===== src/rtl/core/csmv_pkg.sv =====
// Shared types and constants for the CSR sparse matrix-vector (axpby) unit.
// No dependencies; imported by every module of the block.
`default_nettype none

package csmv_pkg;

    // x vector store
    localparam int X_DEPTH = 1024;
    localparam int XA_W    = $clog2(X_DEPTH);

    // field widths
    localparam int IDX_W = 10;
    localparam int VAL_W = 32;
    localparam int ROW_W = 16;
    localparam int OP_W  = 2;
    localparam int ACC_W = 64;

    // stream payload widths (tdata padded to whole bytes)
    localparam int S_TDATA_W = 80;
    localparam int S_TUSER_W = 2;
    localparam int M_TDATA_W = 48;
    localparam int M_TUSER_W = 1;

    // configuration registers
    localparam int CFG_IDX_W = 1;
    localparam logic [CFG_IDX_W-1:0] CFG_ALPHA = 1'b0;
    localparam logic [CFG_IDX_W-1:0] CFG_BETA  = 1'b1;
    localparam logic [VAL_W-1:0] ALPHA_RESET = 32'h0001_0000;
    localparam logic [VAL_W-1:0] BETA_RESET  = 32'h0000_0000;

    // result queue
    localparam int OQ_DEPTH = 8;
    localparam int OQ_PTR_W = $clog2(OQ_DEPTH);
    localparam int OQ_CNT_W = OQ_PTR_W + 1;

    typedef enum logic [OP_W-1:0] {
        OP_LOAD  = 2'd0,
        OP_NZ    = 2'd1,
        OP_EMPTY = 2'd2
    } t_op;

    // finished row sum handed from the accumulator to the scaler
    typedef struct packed {
        logic             valid;
        logic [ACC_W-1:0] sum;
        logic             clip;
        logic [ROW_W-1:0] row;
        logic [VAL_W-1:0] y_old;
    } t_row_done;

    typedef struct packed {
        logic [VAL_W-1:0] y_new;
        logic [ROW_W-1:0] row;
        logic             sat;
    } t_result;

endpackage

`default_nettype wire


===== src/rtl/core/csmv_mac.sv =====
// Multiply-accumulate path: value * x product, saturating 64-bit row sum, row counter.
// Depends on csmv_pkg; x data comes from csmv_xstore in the cycle after the read.
`default_nettype none

module csmv_mac (
    input  wire logic                       i_clk,
    input  wire logic                       i_rst_n,
    input  wire logic                       i_acc,      // nonzero or empty-row beat taken
    input  wire logic                       i_nz,
    input  wire logic                       i_last,
    input  wire logic                       i_in_range,
    input  wire logic [csmv_pkg::VAL_W-1:0] i_value,
    input  wire logic [csmv_pkg::VAL_W-1:0] i_y_old,
    input  wire logic [csmv_pkg::VAL_W-1:0] i_x,
    output csmv_pkg::t_row_done             o_done,
    output logic      [1:0]                 o_pend      // row ends in flight here
);
    import csmv_pkg::*;

    localparam logic [ACC_W-1:0] ACC_MAX = {1'b0, {(ACC_W-1){1'b1}}};
    localparam logic [ACC_W-1:0] ACC_MIN = {1'b1, {(ACC_W-1){1'b0}}};

    // stage 1: item waits for x read
    logic                    r_s1_valid;
    logic                    r_s1_nz;
    logic                    r_s1_fin;
    logic                    r_s1_inr;
    logic signed [VAL_W-1:0] r_s1_value;
    logic        [VAL_W-1:0] r_s1_yold;

    // stage 2: product ready
    logic                    r_s2_valid;
    logic                    r_s2_fin;
    logic signed [ACC_W-1:0] r_s2_prod;
    logic        [VAL_W-1:0] r_s2_yold;

    // accumulator state
    logic [ACC_W-1:0] r_row_sum;
    logic             r_sum_clipped;
    logic [ROW_W-1:0] r_row_ctr;

    // row handoff
    logic             r_d_valid;
    logic [ACC_W-1:0] r_d_sum;
    logic             r_d_clip;
    logic [ROW_W-1:0] r_d_row;
    logic [VAL_W-1:0] r_d_yold;

    logic signed [VAL_W-1:0] x_eff;
    logic signed [ACC_W-1:0] prod;
    logic        [ACC_W-1:0] sum_raw;
    logic                    ovf;
    logic        [ACC_W-1:0] n_sum;
    logic                    n_clip;

    // out-of-range column and empty rows contribute zero
    assign x_eff = (r_s1_nz && r_s1_inr) ? $signed(i_x) : '0;
    assign prod  = r_s1_value * x_eff;

    assign sum_raw = r_row_sum + r_s2_prod;
    assign ovf     = (r_row_sum[ACC_W-1] == r_s2_prod[ACC_W-1]) &&
                     (sum_raw[ACC_W-1] != r_row_sum[ACC_W-1]);
    assign n_sum   = ovf ? (r_row_sum[ACC_W-1] ? ACC_MIN : ACC_MAX) : sum_raw;
    assign n_clip  = r_sum_clipped | ovf;

    always_ff @(posedge i_clk) begin
        if (!i_rst_n) begin
            r_s1_valid    <= 1'b0;
            r_s2_valid    <= 1'b0;
            r_d_valid     <= 1'b0;
            r_row_sum     <= '0;
            r_sum_clipped <= 1'b0;
            r_row_ctr     <= '0;
        end else begin
            r_s1_valid <= i_acc;
            r_s2_valid <= r_s1_valid;
            r_d_valid  <= r_s2_valid & r_s2_fin;
            if (r_s2_valid) begin
                if (r_s2_fin) begin
                    r_row_sum     <= '0;
                    r_sum_clipped <= 1'b0;
                    r_row_ctr     <= r_row_ctr + 1'b1;
                end else begin
                    r_row_sum     <= n_sum;
                    r_sum_clipped <= n_clip;
                end
            end
        end
    end

    always_ff @(posedge i_clk) begin
        r_s1_nz    <= i_nz;
        r_s1_fin   <= ~i_nz | i_last;
        r_s1_inr   <= i_in_range;
        r_s1_value <= $signed(i_value);
        r_s1_yold  <= i_y_old;
        r_s2_fin   <= r_s1_fin;
        r_s2_prod  <= prod;
        r_s2_yold  <= r_s1_yold;
        r_d_sum    <= n_sum;
        r_d_clip   <= n_clip;
        r_d_row    <= r_row_ctr;
        r_d_yold   <= r_s2_yold;
    end

    assign o_done.valid = r_d_valid;
    assign o_done.sum   = r_d_sum;
    assign o_done.clip  = r_d_clip;
    assign o_done.row   = r_d_row;
    assign o_done.y_old = r_d_yold;

    assign o_pend = {1'b0, r_s1_valid & r_s1_fin} + {1'b0, r_s2_valid & r_s2_fin}
                  + {1'b0, r_d_valid};

endmodule

`default_nettype wire


===== config.mk =====
export PLATFORM = sky130hd
export DESIGN_NAME = csmv_mac
export DESIGN_NICKNAME = d
export VERILOG_FILES = /design/src/rtl/core/csmv_pkg.sv /design/src/rtl/core/csmv_mac.sv
export SDC_FILE = /design/constraint.sdc
export NUM_CORES = 2
export LEC_CHECK = 0
export ABC_AREA = 1
export ABC_CLOCK_PERIOD_IN_PS = 7600
export BUFFER_PORTS_ARGS = -buffer_cell sky130_fd_sc_hd__buf_4
export CAP_MARGIN = 20
export CORE_MARGIN = 5
export CORE_UTILIZATION = 25
export DETAILED_ROUTE_END_ITERATION = 8
export PLACE_DENSITY = 0.5
export SLEW_MARGIN = 20
export SYNTH_ARGS = -nofsm -noshare
export SYNTH_HDL_FRONTEND = slang
export SYNTH_SLANG_ARGS = --single-unit

===== constraint.sdc =====
create_clock -name i_clk -period 7.6 [get_ports i_clk]
set_clock_uncertainty 0.15 [all_clocks]
set_input_delay 0.76 -clock i_clk [delete_from_list [all_inputs] [get_ports i_clk]]
set_output_delay 0.76 -clock i_clk [all_outputs]
set_load 0.05 [all_outputs]

==> reports/results.ini <==
[placed_design]
place_hpwl_um = 166300
gp_congestion = 0.9758
io_buffers = 217

[setup_path]
cp.required_ns = 7.98
worstPathArrival_ns = 7.96
worst-path-buf-inv = 10
cp-start-kind = flip-flop
crit_family = adder cells
critPathSlowestCell = fa_1
cp_common_cell = fa_1
critPathCaptureType = flip-flop
cp_slowest_stage_delay_ns = 0.62
crit_fanout = 6
worstSetupPathType = reg -> reg

[global_route]
grt_max_degree = 65
overflow = 0
antenna_found_initial = 0
grt_first_pass_wirelength_um = 296100
grt_pass1_vias = 45700
track_usage = 0.1836

[logic_synthesis]
yosysTopAreaCell = fa_1
synth_seq_cells = 361
synth.area.top_cells = fa_1, dfxtp_1, inv_1, nand2_1, ha_1
yosys_most_used_dff = dfxtp_1
yosys_warnings = 0
synth.avg_cell_area_sq_um = 8.184
synth_cell_types = 45
synth_edf_count = 0
synth_fp_nets = 7684
seq_area_frac_synth = 0.1413
synth_cells = 6250
synth-async-reset-ratio = 0
syn_area_sq_um = 51150
synthDominantCellAreaShare = 0.4243

[detailed_routing]
totalWireLength_um = 199100
post_drt_via_cell_ratio = 4.423
via_count = 42720
wl_per_cell_um = 20.62
drt-initial-drc-count = 3006
remaining_drc_errors = 0
drtAntennaViolNets = 0
dr.pass1.iters = 6

[timing]
finalCriticalPeriod_ns = 7.578
max_freq_mhz = 132.0
slew_viol_final = 0
slew_headroom = 0.4002
tightestPinTransition_ns = 0.8986
setup_tns_ns = 0
post-route-period-util = 0.9971
setup_viol = 0
grt_setup_unrepaired = true
hold_viol = 0

[cells_and_area]
num-fill-cells = 21570
final_common_cell = inv_1
area_growth_pct = 25.83
finalCoreUtilization = 0.3152
drive_above_1_share = 0.1902
seqCellArea_sq_um = 7229
fin_nets = 8371
final_cell_mix = inv_1, nand2_1, fa_1, buf_4, nor2_1
multi_input_area_sq_um = 39290

[clocking]
clk_pin_slew_ns = 0.06
htreeDepth = 2
cts-buffers-inserted = 44
cts_max_path_buffers = 3
cts.sinks = 361
clk_latency_ns = 0.65
cts_tree = yes
root_buffer = clkbuf_16

[pwr]
leakagePower_nw = 31.80
switching_share = 0.5033
sequentialPowerShare = 0.090
comb_power_share = 0.838
powerDensity_nw_per_um2 = 458.6
ir_drop_mv = 0.4887
p_int_w = 0.01466
p_clk_frac = 0.072
p_sw_w = 0.01486

[floorplan]
die_width_um = 462.3
die_area_sq_um = 213700
io_pins = 218
start_util = 0.2505
core_sq_um = 204200
core.rowCount = 166
die_h_um = 462.3

[job]
cap_violations = 0

[min_path]
min_path_type = in -> reg

[run_status]
status = complete, no violations

## routing by layer
| layer | wire length (um) | GRT usage | vias to the layer above |
|---|---|---|---|
| li1 | - | - | 19530 |
| met3 | 15040 | 0.03716 | 310 |
| met2 | 87470 | 0.2894 | 1555 |
| met1 | 88830 | 0.2524 | 21320 |
| met5 | 0 | 0 | - |
| met4 | 7791 | 0.05977 | 0 |
## sequential cells by signal, indices dropped and copies added, names as in the netlist
register       cells
r_d_clip           1
r_d_row           16
r_d_sum           64
r_d_valid          1
r_d_yold          32
r_row_ctr         16
r_row_sum         64
r_s1_fin           1
r_s1_inr           1
r_s1_nz            1
r_s1_valid         1
r_s1_value        32
r_s1_yold         32
r_s2_fin           1
r_s2_prod         64
r_s2_valid         1
r_s2_yold         32
r_sum_clipped      1
## cell usage after synthesis (2+ instances only)
master       n
nor2_4       2
a21boi_0     8
dfxtp_1    361
o211ai_1     7
nand2_4      2
fa_1      1084
ha_1       248
clkinv_1    21
o21a_1       2
nand3b_1     6
nor4_1       9
inv_1     1431
buf_4        4
nand2_2      8
a21oi_2     20
nor3b_1      3
a31oi_1     21
nand3_1    135
nand2_1   1399
xor2_1      53
buf_2       19
o21bai_1    18
buf_12       2
a21oi_4     20
a21o_1      11
inv_2        6
a21oi_1    214
nor3_1      30
nor2_1     742
xnor2_1     50
nor2_2       6
a211oi_1     2
o21ai_0     68
buf_1       12
and3_1      19
clkbuf_1   172
nand4_1     26
buf_6        2
## final cells by class
| type | count | area share |
|---|---|---|
| inverter | 1458 | 0.08565 |
| clock buffer | 58 | 0.01870 |
| antenna | 3 | 0.0001166 |
| sequential | 361 | 0.1123 |
| tap | 2688 | 0.05225 |
| timing repair buffer | 852 | 0.1170 |
| clock inverter | 18 | 0.003499 |
| multi-input combinational | 4220 | 0.6104 |
## power by group through the flow
stage | Sequential, W | Clock [W] | Combinational, W
2_1_floorplan | 0.00319 | 0 | 0.0104
3_3_place_gp | 0.00270 | 0 | 0.0205
3_5_place_dp | 0.00270 | 0 | 0.0205
4_1_cts | 0.00266 | 0.00223 | 0.0219
5_1_grt | 0.00270 | 0.00229 | 0.0270
6_report | 0.00266 | 0.00212 | 0.0247
## worst reg2reg max path: cells and delay by family (launching register included)
kind                       cells  cell delay, ns
adders and majority gates      9            4.47
buffers and inverters         10            1.26
and+or+nand+nor                9            1.11
DFF                            1            0.33
xor gates and xnor gates       1            0.16
## worst paths after layout
path	start	end	slack, ns	depth (start not counted)
worst min register to register	r_s1_yold[28]	r_s2_yold[28]	0.17	0
worst min-delay path	i_value[28]	r_s1_value[28]	0.06	1
worst max-delay path	r_s1_inr	r_s2_prod[40]	0.02	29
worst max register to register	r_s1_inr	r_s2_prod[40]	0.02	29
## logic make-up after synthesis
family,count (synthesis),share of synthesized area
AND/OR/NAND/NOR,2390,0.1843
buffers and inverters,1669,0.1242
adder cells (fa/ha/maj),1332,0.4849
AO/OA/AOI/OAI,394,0.04748
flip-flops,361,0.1413
XOR/XNOR,103,0.01764
multiplexers,1,0.0002201
## metrics by stage
stage | power, W | std cells | cell area (sq um) | hold WS, ns | setup WS [ns]
finish | 0.02952 | 9658 | 64360 | 0.06240 | 0.02219
global route | 0.03203 | 9655 | 64360 | 0.02350 | -0.1549
CTS | 0.02684 | 9622 | 62820 | 0.0006139 | -0.04436
detailed placement | 0.02325 | 9523 | 60450 | 0.1621 | -0.8633
global placement | 0.02319 | 9523 | 60450 | 0.1596 | -0.8377
floorplan | 0.01361 | 6250 | 51170 | 0.1596 | 0.02119
## timing repair
| action | CTS | global route |
|---|---|---|
| pin swaps | 35 | 86 |
| resized for setup | 191 | 309 |
| hold endpoints to repair | 13 | 0 |
| gates cloned | 1 | 3 |
| hold buffers | 13 | 0 |
| buffers inserted | 9 | 30 |
| endpoints found under the setup margin | 43 | 44 |
No activity file was read; power rests on OpenSTA's default activity.
