[src/rtl/core/csmv_pkg.sv]
// Shared types and constants for the CSR sparse matrix-vector (axpby) unit.
// No dependencies; imported by every module of the block.
`default_nettype none

package csmv_pkg;

    // x vector store
    localparam int X_DEPTH = 1024;
    localparam int XA_W    = $clog2(X_DEPTH);

    // field widths
    localparam int IDX_W = 10;
    localparam int VAL_W = 32;
    localparam int ROW_W = 16;
    localparam int OP_W  = 2;
    localparam int ACC_W = 64;

    // stream payload widths (tdata padded to whole bytes)
    localparam int S_TDATA_W = 80;
    localparam int S_TUSER_W = 2;
    localparam int M_TDATA_W = 48;
    localparam int M_TUSER_W = 1;

    // configuration registers
    localparam int CFG_IDX_W = 1;
    localparam logic [CFG_IDX_W-1:0] CFG_ALPHA = 1'b0;
    localparam logic [CFG_IDX_W-1:0] CFG_BETA  = 1'b1;
    localparam logic [VAL_W-1:0] ALPHA_RESET = 32'h0001_0000;
    localparam logic [VAL_W-1:0] BETA_RESET  = 32'h0000_0000;

    // result queue
    localparam int OQ_DEPTH = 8;
    localparam int OQ_PTR_W = $clog2(OQ_DEPTH);
    localparam int OQ_CNT_W = OQ_PTR_W + 1;

    typedef enum logic [OP_W-1:0] {
        OP_LOAD  = 2'd0,
        OP_NZ    = 2'd1,
        OP_EMPTY = 2'd2
    } t_op;

    // finished row sum handed from the accumulator to the scaler
    typedef struct packed {
        logic             valid;
        logic [ACC_W-1:0] sum;
        logic             clip;
        logic [ROW_W-1:0] row;
        logic [VAL_W-1:0] y_old;
    } t_row_done;

    typedef struct packed {
        logic [VAL_W-1:0] y_new;
        logic [ROW_W-1:0] row;
        logic             sat;
    } t_result;

endpackage

`default_nettype wire

[src/rtl/core/csmv_outq.sv]
// Result queue: small register FIFO between the scaler and the master stream port.
// Depends on csmv_pkg.
`default_nettype none

module csmv_outq (
    input  wire logic                          i_clk,
    input  wire logic                          i_rst_n,
    input  wire logic                          i_push,
    input  csmv_pkg::t_result                  i_data,
    input  wire logic                          i_pop_ready,
    output logic                               o_valid,
    output csmv_pkg::t_result                  o_data,
    output logic      [csmv_pkg::OQ_CNT_W-1:0] o_cnt
);
    import csmv_pkg::*;

    t_result             r_q [OQ_DEPTH];
    logic [OQ_PTR_W-1:0] r_wr_ptr;
    logic [OQ_PTR_W-1:0] r_rd_ptr;
    logic [OQ_CNT_W-1:0] r_cnt;
    logic                pop;

    assign pop = o_valid & i_pop_ready;

    always_ff @(posedge i_clk) begin
        if (!i_rst_n) begin
            r_wr_ptr <= '0;
            r_rd_ptr <= '0;
            r_cnt    <= '0;
        end else begin
            if (i_push) begin
                r_wr_ptr <= r_wr_ptr + 1'b1;
            end
            if (pop) begin
                r_rd_ptr <= r_rd_ptr + 1'b1;
            end
            case ({i_push, pop})
                2'b10:   r_cnt <= r_cnt + 1'b1;
                2'b01:   r_cnt <= r_cnt - 1'b1;
                default: r_cnt <= r_cnt;
            endcase
        end
    end

    always_ff @(posedge i_clk) begin
        if (i_push) begin
            r_q[r_wr_ptr] <= i_data;
        end
    end

    assign o_valid = (r_cnt != '0);
    assign o_data  = r_q[r_rd_ptr];
    assign o_cnt   = r_cnt;

endmodule

`default_nettype wire

[config.mk]
export PLATFORM = sky130hd
export DESIGN_NAME = csmv_outq
export DESIGN_NICKNAME = d
export VERILOG_FILES = /design/src/rtl/core/csmv_pkg.sv /design/src/rtl/core/csmv_outq.sv
export SDC_FILE = /design/constraint.sdc
export NUM_CORES = 1
export LEC_CHECK = 0
export BUFFER_PORTS_ARGS = -buffer_cell sky130_fd_sc_hd__buf_2
export CAP_MARGIN = 25
export CORE_MARGIN = 4
export CORE_UTILIZATION = 45
export CTS_CLUSTER_DIAMETER = 200
export DETAILED_ROUTE_END_ITERATION = 8
export SYNTH_ARGS = -nofsm -noshare
export SYNTH_HDL_FRONTEND = slang
export SYNTH_SLANG_ARGS = --single-unit
[constraint.sdc]
create_clock -name i_clk -period 6.3 [get_ports i_clk]
set_clock_uncertainty 0.2 [all_clocks]
set_input_delay 0 -clock i_clk [delete_from_list [all_inputs] [get_ports i_clk]]
set_output_delay 0 -clock i_clk [all_outputs]
set_load 0.02 [all_outputs]
==> results of run 1 <==
-- routing by layer --
| layer | vias to the layer above | part of all wire, % | global-route usage [%] |
|---|---|---|---|
| met4 | 2 | 1.4 | 3.40 |
| met3 | 36 | 5.1 | 3.13 |
| met5 | - | 0.044 | 0 |
| li1 | 3068 | - | - |
| met1 | 3674 | 43 | 21.8 |
| met2 | 179 | 51 | 27.9 |
-- worst paths after layout --
kind,start,to,slack [ns],cells past startpoint
min,i_data[11],r_q[5][11],0.08,2
min reg2reg,o_cnt[3],o_cnt[3],0.29,2
max reg2reg,o_cnt[1],o_cnt[2],3.47,10
max,flip-flop,o_data[10],3.09,4
-- repair_timing --
action | in CTS | in global routing
gates resized for setup | 0 | 0
hold buffers | 53 | 0
endpoints found under the hold margin | 405 | 0
-- stage by stage --
stage	power [W]	std cells	hold slack, ns	setup WS (ns)	instance area [µm²]
6_report	0.00692	1303	0.0828	3.09	18400
5_1_grt	0.00721	1303	0.0788	2.86	18400
4_1_cts	0.00701	1302	0.0549	2.99	18400
3_5_place_dp	0.00440	1173	0.0703	3.52	16400
3_3_place_gp	0.00437	1173	0.0529	3.59	16400
2_1_floorplan	0.00409	638	-0.101	1.74	15400
-- cells in the final DEF, fill, tap and decap left out, types with 5 or more instances in the layout --
cell type,n
and2_1,6
buf_2,106
buf_4,9
bufinv_16,9
clkbuf_1,8
clkbuf_16,43
clkinv_1,5
clkinv_2,8
dfxtp_1,10
dlygate4sd3_1,53
edfxtp_1,392
ha_1,5
mux2_2,50
mux4_2,98
nand2_1,7
nor2_4,6
-- kinds of logic (layout without fill, tap and decap cells) --
group / count (synthesis) / count (layout)
flip-flops: 405 / 405
multiplexers: 151 / 151
XOR/XNOR: 7 / 7
adder cells (fa/ha/maj): 5 / 5
AO/OA/AOI/OAI: 6 / 6
AND/OR/NAND/NOR: 33 / 33
buffers and inverters: 31 / 248
-- worst max-delay path: stages (launching register included) --
cell	delay, ns
dfxtp_4	0.69
buf_4	0.81
mux4_2	0.43
mux2_2	0.31
buf_2	0.17
-- cell type report --
| type | instances | area (µm²) |
|---|---|---|
| clock inverter | 25 | 354 |
| inverter | 2 | 7.51 |
| timing repair buffer | 170 | 1170 |
| fill | 2549 | 15200 |
| clock buffer | 51 | 1110 |
| tap | 448 | 561 |
| sequential | 405 | 12000 |
| multi-input combinational | 202 | 3200 |
-- flip-flops by register name, summed over array words and instances (netlist names), named ones only --
| name | count |
|---|---|
| r_rd_ptr | 3 |
| o_cnt | 4 |
| r_wr_ptr | 3 |
| r_q | 392 |
-- power groups by stage --
stage	combinational (W)	sequential [W]	clock, W
after floorplan	0.000947	0.00314	0
after global placement	0.00116	0.00320	0
after detailed placement	0.00118	0.00321	0
after CTS	0.00122	0.00316	0.00264
after global routing	0.00128	0.00317	0.00276
final	0.00119	0.00315	0.00258
==> flow_summary_export.csv, run 1 <==
group,metric,value,unit
synth,synth-edff-count,392,
worst_setup_path,crit_path_end_kind,"output pin",
clock_tree,clkSinkCount,405,
sta,hold_viol_final,0,
synth,yosys.area_share.simple,1.14,%
synth,yosys.area.top_type,"edfxtp_1",
sta,setup_viol,0,
synth,synth_top_family_by_area,"multiplexers",
drt,viasPerCell,5.34,
drt,drc,0,
layout,syn_to_final_growth,20.0,%
synth,avgSynthCellArea,24.1,µm²
drt,drtIter0Drc,584,
clock_tree,clock-root-buffer,"clkbuf_16",
worst_setup_path,critPathMaxFanout,62,
worst_setup_path,cp.required,6.10,ns
run_status,status,"completed",
layout,fin_nets,880,
die,core,0.0336,mm²
sta,fin_tns_setup,0,ns
power_and_ir_drop,ir_drop,241,µV
power_and_ir_drop,clockPowerShare,37.3,%
drt,drtAntennaViolNets,0,
sta,slew_headroom,32.1,%
die,die_w,193,µm
sta,period_minus_slack,3.21,ns
synth,yosysWarnings,0,
die,initial_utilization,45.7,%
drt,vias,6959,
die,die_y,193,µm
power_and_ir_drop,combPwrFrac,17.2,%
placement,gp_congestion,0.694,
grt,overflow,0,
clock_tree,cts_max_level,2,
power_and_ir_drop,p_sw,0.00165,W
synth,synth_xor_area_share,0.399,%
synth,synth-main-ff-cell,"edfxtp_1",
layout,diodes,0,
synth,synth_cells,638,
clock_tree,cts_buffer_depth,3,
drt,dr.pass1.iters,4,
grt,grtUsageTotal,16.2,%
grt,grt_max_degree,65,
grt,grt_pass1_vias,7587,
power_and_ir_drop,p_seq_share,45.6,%
power_and_ir_drop,power_density,375,mW/mm²
clock_tree,tritoncts,"built",
die,rows,67,
synth,muxShareOfSynthArea,18.2,%
power_and_ir_drop,swShare,23.8,%
synth,synthAdderAreaFrac,0.407,%
die,io_pins,107,
synth,async_reset_ff_share,0,%
flow_run,drv_cap,0,
drt,wl_per_cell,22.9,µm
hold_path,min_path_type,"in -> reg",
grt,grt_antenna_before_repair,1,
drt,drt_wl_total,29800,µm
worst_setup_path,crit_type,"reg -> out",
synth,yosysTopAreaCellShare,76.6,%
layout,final_util,54.8,%
synth,syn-num-nets,696,
grt,grt_pass1_wl,44800,µm
synth,synth_common_cells,"392 x edfxtp_1, 98 x mux4_2, 50 x mux2_2, 13 x clkbuf_1, 13 x dfxtp_1",
sta,rsz0062_at_grt,"false",
layout,drive_gt1_share,39.8,%
clock_tree,clkTransAtPathRegs,0.06,ns
sta,period_share,51.0,%
synth,synth.area.top_cells,"edfxtp_1 77%, mux4_2 14%, mux2_2 3.7%",
synth,yosysUniqueCellTypes,28,
clock_tree,clock_latency,0.51,ns
placement,io_buffers,106,
die,die-area,0.0372,mm²
sta,max_freq,0.312,GHz
synth,synth-compound-area-share,0.277,%
synth,synth_seq_area_share,78.3,%
synth,yosysMostFrequentCell,"edfxtp_1",
sta,slew_viol_final,0,
placement,hpwl,15900,µm
clock_tree,numCtsBuffers,41,
clock_tree,post_cts_buffers,0,
power_and_ir_drop,p_leak,5.95,nW
synth,synth_area,0.0154,mm²
sta,worst_slew_pin_slew,1.02,ns
worst_setup_path,startpoint_type,"flip-flop",
worst_setup_path,arrival,3.01,ns
power_and_ir_drop,power.internal,0.00527,W
synth,yosys_register_bits,405,
Note: power is estimated with default switching activity, not from simulation.
==> run 2, diff against run 1 <==
==> constraint.sdc (replaced) <==
create_clock -name i_clk -period 2.8 [get_ports i_clk]
set_clock_uncertainty 0.2 [all_clocks]
set_input_delay 0 -clock i_clk [delete_from_list [all_inputs] [get_ports i_clk]]
set_output_delay 0 -clock i_clk [all_outputs]
set_load 0.02 [all_outputs]
==> flow_summary_export.csv, run 2 (synthesized netlist as in run 1, its figures left out) <==
group,metric,value,unit
sta,period_minus_slack,2.70,ns
drt,drtIter0Drc,554,
die,rows,67,
power_and_ir_drop,ir_drop,590,µV
grt,grt_pass1_vias,7727,
die,initial_utilization,45.7,%
drt,drc,0,
layout,syn_to_final_growth,20.0,%
layout,diodes,0,
worst_setup_path,slowest_delay,0.57,ns
die,die_y,193,µm
worst_setup_path,startpoint_type,"flip-flop",
layout,multi_input_area,0.00322,mm²
grt,grt_pass1_wl,46800,µm
sta,max_freq,0.370,GHz
layout,drive_gt1_share,40.2,%
grt,overflow,0,
layout,nFillCells,2553,
die,io_pins,107,
clock_tree,numCtsBuffers,41,
clock_tree,cts_buffer_depth,3,
drt,drt_wl_total,30800,µm
drt,wl_per_cell,23.4,µm
drt,drtAntennaViolNets,0,
grt,grt_antenna_before_repair,2,
die,core,0.0336,mm²
layout,final_util,54.8,%
layout,regMostFlops,"r_q",
worst_setup_path,arrival,2.95,ns
sta,hold_viol_final,0,
layout,fin_nets,896,
worst_setup_path,cpMaxStageDelayCell,"or4_4",
placement,postPlaceCellArea,0.0166,mm²
grt,grt_max_degree,55,
worst_setup_path,critPathMaxFanout,7,
layout,final-seq-area,0.0120,mm²
sta,slew_viol_final,0,
layout,design_area,0.0184,mm²
run_status,status,"completed",
clock_tree,post_cts_buffers,0,
worst_setup_path,critical_path.top_delay_family,"simple AND/OR/NAND/NOR gates",
drt,vias,7072,
clock_tree,clock_latency,0.54,ns
worst_setup_path,crit_cells,10,
clock_tree,tritoncts,"built",
sta,period_share,96.5,%
die,die-area,0.0372,mm²
placement,gp_congestion,0.679,
grt,grtUsageTotal,16.9,%
placement,hpwl,17400,µm
sta,worst_slew_pin_slew,0.662,ns
clock_tree,clkSinkCount,405,
drt,viasPerCell,5.38,
die,die_w,193,µm
worst_setup_path,rr_worst_depth,10,
worst_setup_path,critPathBufInv,1,
drt,dr.pass1.iters,4,
placement,io_buffers,106,
sta,setup_viol,0,
layout,final_common_cell,"edfxtp_1",
sta,rsz0062_at_grt,"false",
layout,largest_reg_flops,392,
layout,layout_common_cells,"392 x edfxtp_1, 106 x buf_2, 98 x mux4_2",
worst_setup_path,crit_path_end_kind,"flip-flop",
worst_setup_path,cp.required,3.05,ns
worst_setup_path,crit_type,"reg -> reg",
hold_path,hold_depth,2,
sta,slew_headroom,55.9,%
power_and_ir_drop,power_density,813,mW/mm²
power_and_ir_drop,p_leak,5.94,nW
worst_setup_path,path_cells,"or4_4 -> nand2_2 -> inv_1 -> ha_1 -> xor2_1 -> ha_1 -> a21oi_1 -> xor2_1 -> or3_1 -> a21boi_1",
clock_tree,clock-root-buffer,"clkbuf_16",
clock_tree,cts_max_level,2,
flow_run,drv_cap,0,
hold_path,min_path_type,"in -> reg",
clock_tree,clkTransAtPathRegs,0.06,ns
==> run 2: worst paths after layout <==
kind,from,to,slack [ns]
max,o_cnt[2],o_cnt[2],0.1
min,i_data[12],r_q[4][12],0.05
max reg2reg,o_cnt[2],o_cnt[2],0.1
min reg2reg,o_cnt[3],o_cnt[3],0.31
==> run 2: metal layers <==
metal  GRT usage, %  vias up  wire [µm]  part of all wire (%)
met5              0        -         28                 0.091
met4           3.51        4        546                   1.8
met3           3.18       53       1890                   6.1
met2           28.0      203      15200                    49
met1           23.7     3722      13100                    42
li1               -     3090          -                     -
==> run 2: final cells by class <==
class / count / area share (%)
Sequential cell: 405 / 65.3
Clock inverter: 17 / 0.889
Multi-Input combinational cell: 202 / 17.5
Clock buffer: 54 / 5.95
Tap cell: 448 / 3.04
Timing Repair Buffer: 186 / 7.28
Inverter: 2 / 0.0407
==> run 2: metrics by stage <==
stage               hold slack, ns  std cells  setup TNS (ns)  total power (W)  setup WS, ns
finish                      0.0509       1314               0           0.0150        0.0984
global route                0.0558       1314               0           0.0157       0.00502
CTS                         0.0206       1314               0           0.0152        0.0786
detailed placement          0.0641       1189               0          0.00999         0.112
global placement            0.0498       1189               0          0.00991         0.205
floorplan                   -0.101        638         -155.47          0.00920        -0.465
==> run 2: where the power goes <==
group / switching [W] / internal [W]
registers: 0.000125 / 0.00685
logic: 0.00147 / 0.00144
clock network: 0.00214 / 0.00296
==> run 2: repair_timing <==
action                                  CTS  global route
gates resized for setup                   0             4
hold buffers                             54             0
endpoints found under the setup margin    0             2
hold endpoints to repair                405             0
==> run 3, diff against run 2 <==
--- a/config.mk
+++ b/config.mk
@@ -9,8 +9,10 @@
 export CAP_MARGIN = 25
 export CORE_MARGIN = 4
 export CORE_UTILIZATION = 45
+export CTS_BUF_LIST = sky130_fd_sc_hd__clkbuf_16
 export CTS_CLUSTER_DIAMETER = 200
 export DETAILED_ROUTE_END_ITERATION = 8
+export GPL_ROUTABILITY_DRIVEN = 0
 export SYNTH_ARGS = -nofsm -noshare
 export SYNTH_HDL_FRONTEND = slang
 export SYNTH_SLANG_ARGS = --single-unit
==> flow_summary_export.csv, run 3 (synthesized netlist as in run 1, its figures left out) <==
group,metric,value,unit
run_status,status,"completed",
worst_setup_path,regToRegSetupSlack,0.13,ns
placement,dp.cells,1189,
die,initial_utilization,45.7,%
layout,final-seq-area,0.0120,mm²
die,die_y,193,µm
flow_run,drv_cap,0,
sta,slew_viol_final,0,
drt,route.met3.wl,2170,µm
clock_tree,numCtsBuffers,41,
layout,diodes,0,
drt,highest_layer,"met5",
grt,grtUsageTotal,16.9,%
sta,fin_tns_setup,0,ns
clock_tree,tritoncts,"built",
sta,worst_slew_pin_slew,0.651,ns
layout,largest_reg_flops,392,
sta,hold_viol_final,0,
layout,layoutNonFillerInstCount,1314,
layout,fin_nets,896,
sta,period_minus_slack,2.67,ns
power_and_ir_drop,power.internal,0.0112,W
worst_setup_path,critPathMaxFanout,7,
power_and_ir_drop,power_density,810,mW/mm²
layout,nFillCells,2553,
hold_path,min_path_type,"in -> reg",
drt,drc,0,
die,die-area,0.0372,mm²
clock_tree,post_cts_buffers,0,
drt,wl_met2,15100,µm
clock_tree,cts_buffer_depth,3,
power_and_ir_drop,p_leak,5.99,nW
placement,hpwl,17400,µm
layout,layout_common_cells,"392 x edfxtp_1, 106 x buf_2, 98 x mux4_2",
drt,vias,7062,
worst_setup_path,startpoint_type,"flip-flop",
drt,wl_per_cell,23.4,µm
drt,viasPerCell,5.37,
drt,wl_met1,12900,µm
grt,grt_pass1_wl,46800,µm
die,rows,67,
drt,drtIter0Drc,554,
grt,grt_antenna_before_repair,2,
layout,regMostFlops,"r_q",
clock_tree,clock-root-buffer,"clkbuf_16",
die,core,0.0336,mm²
layout,multi_input_area,0.00322,mm²
sta,slew_headroom,56.6,%
sta,rsz0062_at_grt,"false",
drt,dr.pass1.iters,4,
layout,syn_to_final_growth,20.0,%
sta,period_share,95.4,%
power_and_ir_drop,swShare,25.0,%
sta,max_freq,0.374,GHz
layout,final_util,54.8,%
power_and_ir_drop,ir_drop,591,µV
power_and_ir_drop,combPwrFrac,19.5,%
worst_setup_path,arrival,2.92,ns
clock_tree,clkSinkCount,405,
grt,grt_max_degree,55,
drt,drtAntennaViolNets,0,
die,die_w,193,µm
clock_tree,cts_max_level,2,
placement,postPlaceCellArea,0.0166,mm²
drt,drt_wl_total,30700,µm
worst_setup_path,crit_path_end_kind,"flip-flop",
worst_setup_path,cp.required,3.05,ns
layout,drive_gt1_share,40.2,%
placement,io_buffers,106,
grt,grt_pass1_vias,7727,
power_and_ir_drop,clockPowerShare,33.8,%
power_and_ir_drop,p_seq_share,46.7,%
worst_setup_path,crit_type,"reg -> reg",
layout,final_common_cell,"edfxtp_1",
clock_tree,clock_latency,0.54,ns
layout,design_area,0.0184,mm²
grt,overflow,0,
die,io_pins,107,
clock_tree,clkTransAtPathRegs,0.06,ns
sta,setup_viol,0,
power_and_ir_drop,p_sw,0.00373,W
-- run 3: final timing paths --
path                            startpoint         end  depth (start not counted)
worst max-delay path              o_cnt[2]    o_cnt[2]                         10
worst min-delay path            i_data[12]  r_q[4][12]                          2
worst max register to register    o_cnt[2]    o_cnt[2]                         10
worst min register to register    o_cnt[3]    o_cnt[3]                          2
-- run 3: timing repair --
item | 4_1_cts | 5_1_grt
setup endpoints to repair | 0 | 2
resized for setup | 0 | 4
hold buffers | 54 | 0
endpoints found under the hold margin | 405 | 0
-- run 3: layer usage --
| metal | up-vias | track usage (%) |
|---|---|---|
| met4 | 4 | 3.51 |
| met5 | - | 0 |
| met1 | 3696 | 23.7 |
| li1 | 3091 | - |
| met2 | 218 | 28.0 |
| met3 | 53 | 3.18 |
-- run 3: cell type report --
class                      instances  area share, %
timing repair buffer             186           7.28
clock buffer                      42           5.70
multi-input combinational        202           17.5
sequential                       405           65.3
clock inverter                    29           1.13
tap                              448           3.04
inverter                           2         0.0407
-- run 3: critical path, stage by stage (launching register included) --
cell and delay, ns:
dfxtp_1 0.37, or4_4 0.57, nand2_2 0.11, inv_1 0.07, ha_1 0.21, xor2_1 0.17, ha_1 0.19, a21oi_1 0.15
xor2_1 0.10, or3_1 0.31, a21boi_1 0.16
-- run 3: stage by stage --
stage                     hold slack, ns  total power [W]  worst slack, ns
final                             0.0513           0.0149            0.128
after global routing              0.0558           0.0156          0.00502
after CTS                         0.0206           0.0151           0.0786
after detailed placement          0.0641          0.00999            0.112
after global placement            0.0498          0.00991            0.205
after floorplan                   -0.101          0.00920           -0.465
-- run 3: power by group through the flow --
stage / clock network (W) / logic (W) / registers [W]
5_1_grt: 0.00548 / 0.00315 / 0.00699
4_1_cts: 0.00521 / 0.00297 / 0.00697
2_1_floorplan: 0 / 0.00213 / 0.00707
3_3_place_gp: 0 / 0.00283 / 0.00708
3_5_place_dp: 0 / 0.00289 / 0.00710
6_report: 0.00505 / 0.00290 / 0.00697
